$ cat config.mk
export PLATFORM = sky130hd
export DESIGN_NAME = pgv_sqrt_cell
export DESIGN_NICKNAME = d
export VERILOG_FILES = /design/src/rtl/core/pgv_pkg.sv /design/src/rtl/core/pgv_sqrt_cell.sv
export SDC_FILE = /design/constraint.sdc
export NUM_CORES = 1
export LEC_CHECK = 0
export BUFFER_PORTS_ARGS = -buffer_cell sky130_fd_sc_hd__clkbuf_2
export CORE_AREA = 8 8 288 290
export DETAILED_ROUTE_END_ITERATION = 8
export DIE_AREA = 0 0 296 298
export PLACE_DENSITY_LB_ADDON = 0.15
export SETUP_SLACK_MARGIN = 0.2
export SYNTH_ARGS = -nofsm -noshare
export SYNTH_HDL_FRONTEND = slang
export SYNTH_SLANG_ARGS = --single-unit
$ cat constraint.sdc
create_clock -name clk_i -period 1.7 [get_ports clk_i]
set_clock_uncertainty 0.1 [all_clocks]
set_input_delay 0.17 -clock clk_i [delete_from_list [all_inputs] [get_ports clk_i]]
set_output_delay 0.17 -clock clk_i [all_outputs]
set_load 0.02 [all_outputs]
$ cat src/rtl/core/pgv_pkg.sv
// Shared types and constants of the pairwise gravity velocity update.
// Used by the square-root cells, the divider cells and the top level.
// No dependencies.
`timescale 1ns / 1ps

package pgv_pkg;

  localparam int unsigned RootW  = 34;   // bits of the distance, Q.8
  localparam int unsigned RemSqW = 68;   // square-root remainder
  localparam int unsigned SumW   = 66;   // dx^2 + dy^2
  localparam int unsigned NumW   = 104;  // mass * step * K * |diff|
  localparam int unsigned DvW    = 128;  // denominator, Q.24 shifted
  localparam int unsigned QW     = 42;   // quotient bits kept
  localparam int unsigned QSkip  = NumW - QW - 20;

  localparam logic [22:0]       GravK         = 23'd6442451;
  localparam logic [RootW-1:0]  NearLimit     = RootW'(5120);
  localparam logic [DvW-1:0]    NearDen       = DvW'(8000) << 48;
  localparam logic [QW-1:0]     QClamp        = QW'(1) << 40;
  localparam logic [15:0]       TimeStepReset = 16'd256;

  // Velocity and direction of one item, carried along the whole pipeline.
  typedef struct packed {
    logic signed [31:0] vx;
    logic signed [31:0] vy;
    logic               xpos;
    logic               xneg;
    logic               ypos;
    logic               yneg;
  } vel_t;

  typedef struct packed {
    vel_t              v;
    logic [NumW-1:0]   nx;
    logic [NumW-1:0]   ny;
    logic [RemSqW-1:0] rem;
    logic [RootW-1:0]  root;
  } sq_t;

  typedef struct packed {
    vel_t            v;
    logic [NumW-1:0] nx;
    logic [NumW-1:0] ny;
    logic [DvW-1:0]  dv;
    logic [DvW-1:0]  rx;
    logic [DvW-1:0]  ry;
    logic [QW-1:0]   qx;
    logic [QW-1:0]   qy;
    logic            bigx;
    logic            bigy;
  } dv_t;

endpackage

$ cat src/rtl/core/pgv_sqrt_cell.sv
// One cell of the square-root chain: settles one bit of the root.
// Depends on pgv_pkg.
`timescale 1ns / 1ps

module pgv_sqrt_cell #(
  parameter int unsigned Bit = 0
) (
  input  logic          clk_i,
  input  logic          rst_ni,
  input  logic          en_i,
  input  logic          valid_i,
  input  pgv_pkg::sq_t  data_i,
  output logic          valid_o,
  output pgv_pkg::sq_t  data_o
);
  import pgv_pkg::*;

  logic              valid_q;
  sq_t               data_d, data_q;
  logic [RemSqW-1:0] trial;

  // Going from r to r + 2^Bit adds 2r*2^Bit + 2^(2*Bit) to the square.
  always_comb begin
    data_d = data_i;
    trial  = (RemSqW'(data_i.root) << (Bit + 1)) | (RemSqW'(1) << (2 * Bit));
    if (data_i.rem >= trial) begin
      data_d.rem  = data_i.rem - trial;
      data_d.root = data_i.root | (RootW'(1) << Bit);
    end
  end

  always_ff @(posedge clk_i or negedge rst_ni) begin
    if (!rst_ni) begin
      valid_q <= 1'b0;
    end else if (en_i) begin
      valid_q <= valid_i;
    end
  end

  always_ff @(posedge clk_i) begin
    if (en_i) begin
      data_q <= data_d;
    end
  end

  assign valid_o = valid_q;
  assign data_o  = data_q;

endmodule

==> metrics.cfg <==
[outcome]
outcome=complete, but fails checks
violations=negative setup slack

[power_and_ir_drop]
p_seq_share_pct=42.0
total_power_mw=27.4
p_int_mw=19.8
pwr_density_cell_mw_per_mm2=938
p_clk_share_pct=36.4
p_leak_nw=12.6
ir_worst_vdd_mv=0.657
comb_power_share_pct=21.6
switching_share_pct=27.8
switching_power_mw=7.61

[final_layout]
final_area_mm2=0.0292
final_nets=2800
fill_cells=7766
final_cell_mix=713 x clkbuf_2, 383 x dlygate4sd3_1, 378 x edfxtp_1, 257 x buf_4, 50 x clkbuf_16
instances_no_fill=3476
mostFrequentLayoutCell=clkbuf_2
drive_gt1_share_pct=53.6
area_delta_synth_final_pct=97.3

[cts]
h-tree-depth=2
clock_latency_ns=0.56
cts_made_buffers=46
clkTransAtPathRegs_ns=0.06
cts_buffer_depth=3
cts_root_buffer=clkbuf_16
clock-sinks=379
cts_tree=yes

[setup_path]
worstSetupPathType=in2reg
cpMostUsedCell=nor4_4
r2r_start=valid_o
crit_arrival_ns=2.81
reg2reg_to=valid_o
cp_max_fo=5
required_ns=1.92
r2r_slack_ns=0.86
start_kind=input pin
reg2regPathDepth=1
slowest_stage=or4_4
crit_chain=clkbuf_2, ha_4, nand4_1, nor4_4, a21boi_2, o41a_1, nor4_4, buf_4, or4_4, nor3b_2, xor2_1
critPathCaptureType=flip-flop
critPathMaxStageDelay_ns=0.63

[synthesis]
async_flop_share_pct=0.264
seq_area_frac_synth_pct=76.9
synthAdderAreaFrac_pct=3.09
ys.flop_type=edfxtp_1
syn_nets=1345
ys.warnings.count=0
yosysTopAreaCell=edfxtp_1
synth_top_family_by_area=simple AND/OR/NAND/NOR gates
synth_edf_count=378
yosys-mux-area-fraction_pct=0.287
avgSynthCellArea_um2=16.0
synth_cell_types=60
syn_area_mm2=0.0148
synth.top_cell.area_share_pct=76.7
synth_compound_area_share_pct=6.34
synth_xor_area_share_pct=3.67
ys_ff_latch=379
synth_cells=927
yosys.area_share.simple_pct=7.80
synth_area_leaders=edfxtp_1 77%, ha_1 3.0%, xor2_1 2.4%

[floorplan]
rows=103
ioPinCount=761
core_area_mm2=0.0784
start_util_pct=18.9
die-height_um=298
dieArea_mm2=0.0882
die_w_um=296

[placement]
dp_cells=2958
dp_hpwl_um=60700
gp_congestion=0.872
port_buffers=760
place_area_mm2=0.0221

[global_route]
grt_pass1_wl_um=108000
grt_pass1_vias=15200
met2_usage_pct=30.2
antenna_found_initial=16
grt_use_total_pct=16.7
grt_use_met3_pct=4.40
top_usage_layer=met2
met1_usage_pct=18.2
overflow=0
grt_max_degree=76

[timing]
fmax_ghz=0.386
finalMaxSlewViolations=0
timing.final.crit_period_ns=2.59
setup_tns_ns=-52.63
final-hold-violation-count=0
layout_setup_ws_ns=-0.890
rsz0062_at_grt=true
tightest_slew_ns=0.509
setup_violations=69
slew_headroom_pct=65.9
whs_ns=0.0321
finalCritPeriodShare_pct=152

[detailed_routing]
avgRoutedWirePerCell_um=22.5
drt_iter0_drc=636
antenna_left=0
via_per_inst=3.98
finalWirelength_um=78200
dr.pass1.iters=5
num_vias=13800
drc=0

[hold_path]
hold_class=in2reg
hold_end=data_o[78]
min_path_cells=4
worstHoldStart=data_i[78]

[run]
maxCapViolCount=0

==> cells in the mapped netlist, types with 2 or more instances <==
library cell,count
a21oi_1,37
and3_1,5
or2_2,2
nor3_1,23
or4_4,2
a21boi_0,4
nand3_1,9
and2_1,4
ha_1,35
o211ai_1,6
a31o_2,2
edfxtp_1,378
inv_1,44
a211o_1,3
nor4_1,17
or4_1,5
o21ai_0,55
nand2b_1,4
mux2_2,2
a31oi_1,9
o21a_1,3
nand2_1,73
clkbuf_1,16
xnor2_1,21
buf_4,2
nor4_4,2
nor2_1,39
nand4_1,14
o21bai_1,4
or3_1,9
nor2b_1,3
buf_2,7
a21o_1,13
a211oi_1,4
nor3b_1,4
mux2i_1,2
a2111o_1,2
xor2_1,41
==> power groups by stage <==
stage | combinational, mW | sequential, mW | clock (mW)
floorplan | 0.895 | 12.7 | 0
global placement | 4.69 | 11.7 | 0
detailed placement | 4.69 | 11.7 | 0
CTS | 5.73 | 11.5 | 10.4
global route | 6.27 | 11.6 | 10.7
finish | 5.91 | 11.5 | 9.98
==> worst max-delay path by stage <==
stage	startpoint	to	slack (ns)	depth (start not counted)
6_report	data_i[65]	data_o[75]	-0.89	11
5_1_grt	data_i[16]	data_o[75]	-0.97	13
4_1_cts	data_i[32]	data_o[75]	-0.83	13
3_5_place_dp	data_i[35]	data_o[58]	-1.66	12
3_3_place_gp	data_i[35]	data_o[0]	-1.62	12
2_1_floorplan	data_i[49]	data_o[101]	-1.06	11
==> flip-flops by register name, summed over array words and instances, names as in the netlist <==
name and cells:
valid_o 1, data_o 378
==> final cells by class <==
type / instances / area (um2) / area share, %
Clock buffer: 55 / 1220 / 4.16
Tap cell: 1050 / 1310 / 4.50
Sequential cell: 379 / 11400 / 39.0
Multi-Input combinational cell: 478 / 4240 / 14.5
Antenna cell: 8 / 20.0 / 0.0686
Clock inverter: 29 / 294 / 1.01
Inverter: 44 / 190 / 0.651
Timing Repair Buffer: 1433 / 10600 / 36.1
==> critical path, delay by kind of cell <==
kind	cells	cell delay, ns
AND/OR/NAND/NOR	5	1.52
buffers and inverters	2	0.27
AO/OA/AOI/OAI	2	0.47
XOR/XNOR	1	0.08
adder cells (fa/ha/maj)	1	0.28
==> kinds of logic after synthesis <==
group | after synthesis
muxes | 4
adders and majority gates | 36
xor gates and xnor gates | 62
AOI/OAI and AO/OA | 153
DFF | 379
and+or+nand+nor | 223
buffers and inverters | 70
==> metal layers <==
| layer | part of all wire (%) | vias up | routed length (um) |
|---|---|---|---|
| li1 | - | 6471 | - |
| met1 | 37 | 6703 | 28800 |
| met2 | 51 | 532 | 39900 |
| met3 | 7.4 | 122 | 5750 |
| met4 | 4.6 | 10 | 3640 |
| met5 | 0.079 | - | 62 |
==> stage by stage <==
stage                     util (%)  setup slack [ns]
after floorplan                  -             -1.06
final                         37.3            -0.890
after global routing          37.3            -0.965
after global placement        28.2             -1.62
after CTS                     36.1            -0.830
after detailed placement      28.2             -1.66
==> what timing repair did <==
item                       in CTS  in global routing
setup endpoints to repair      86                 85
pin swaps                      32                 77
hold endpoints to repair      398                  1
setup buffers                  19                 16
gates cloned                    7                  1
resized for setup             134                181
hold buffers                  382                  1
No activity file was read; power rests on OpenSTA's default activity.
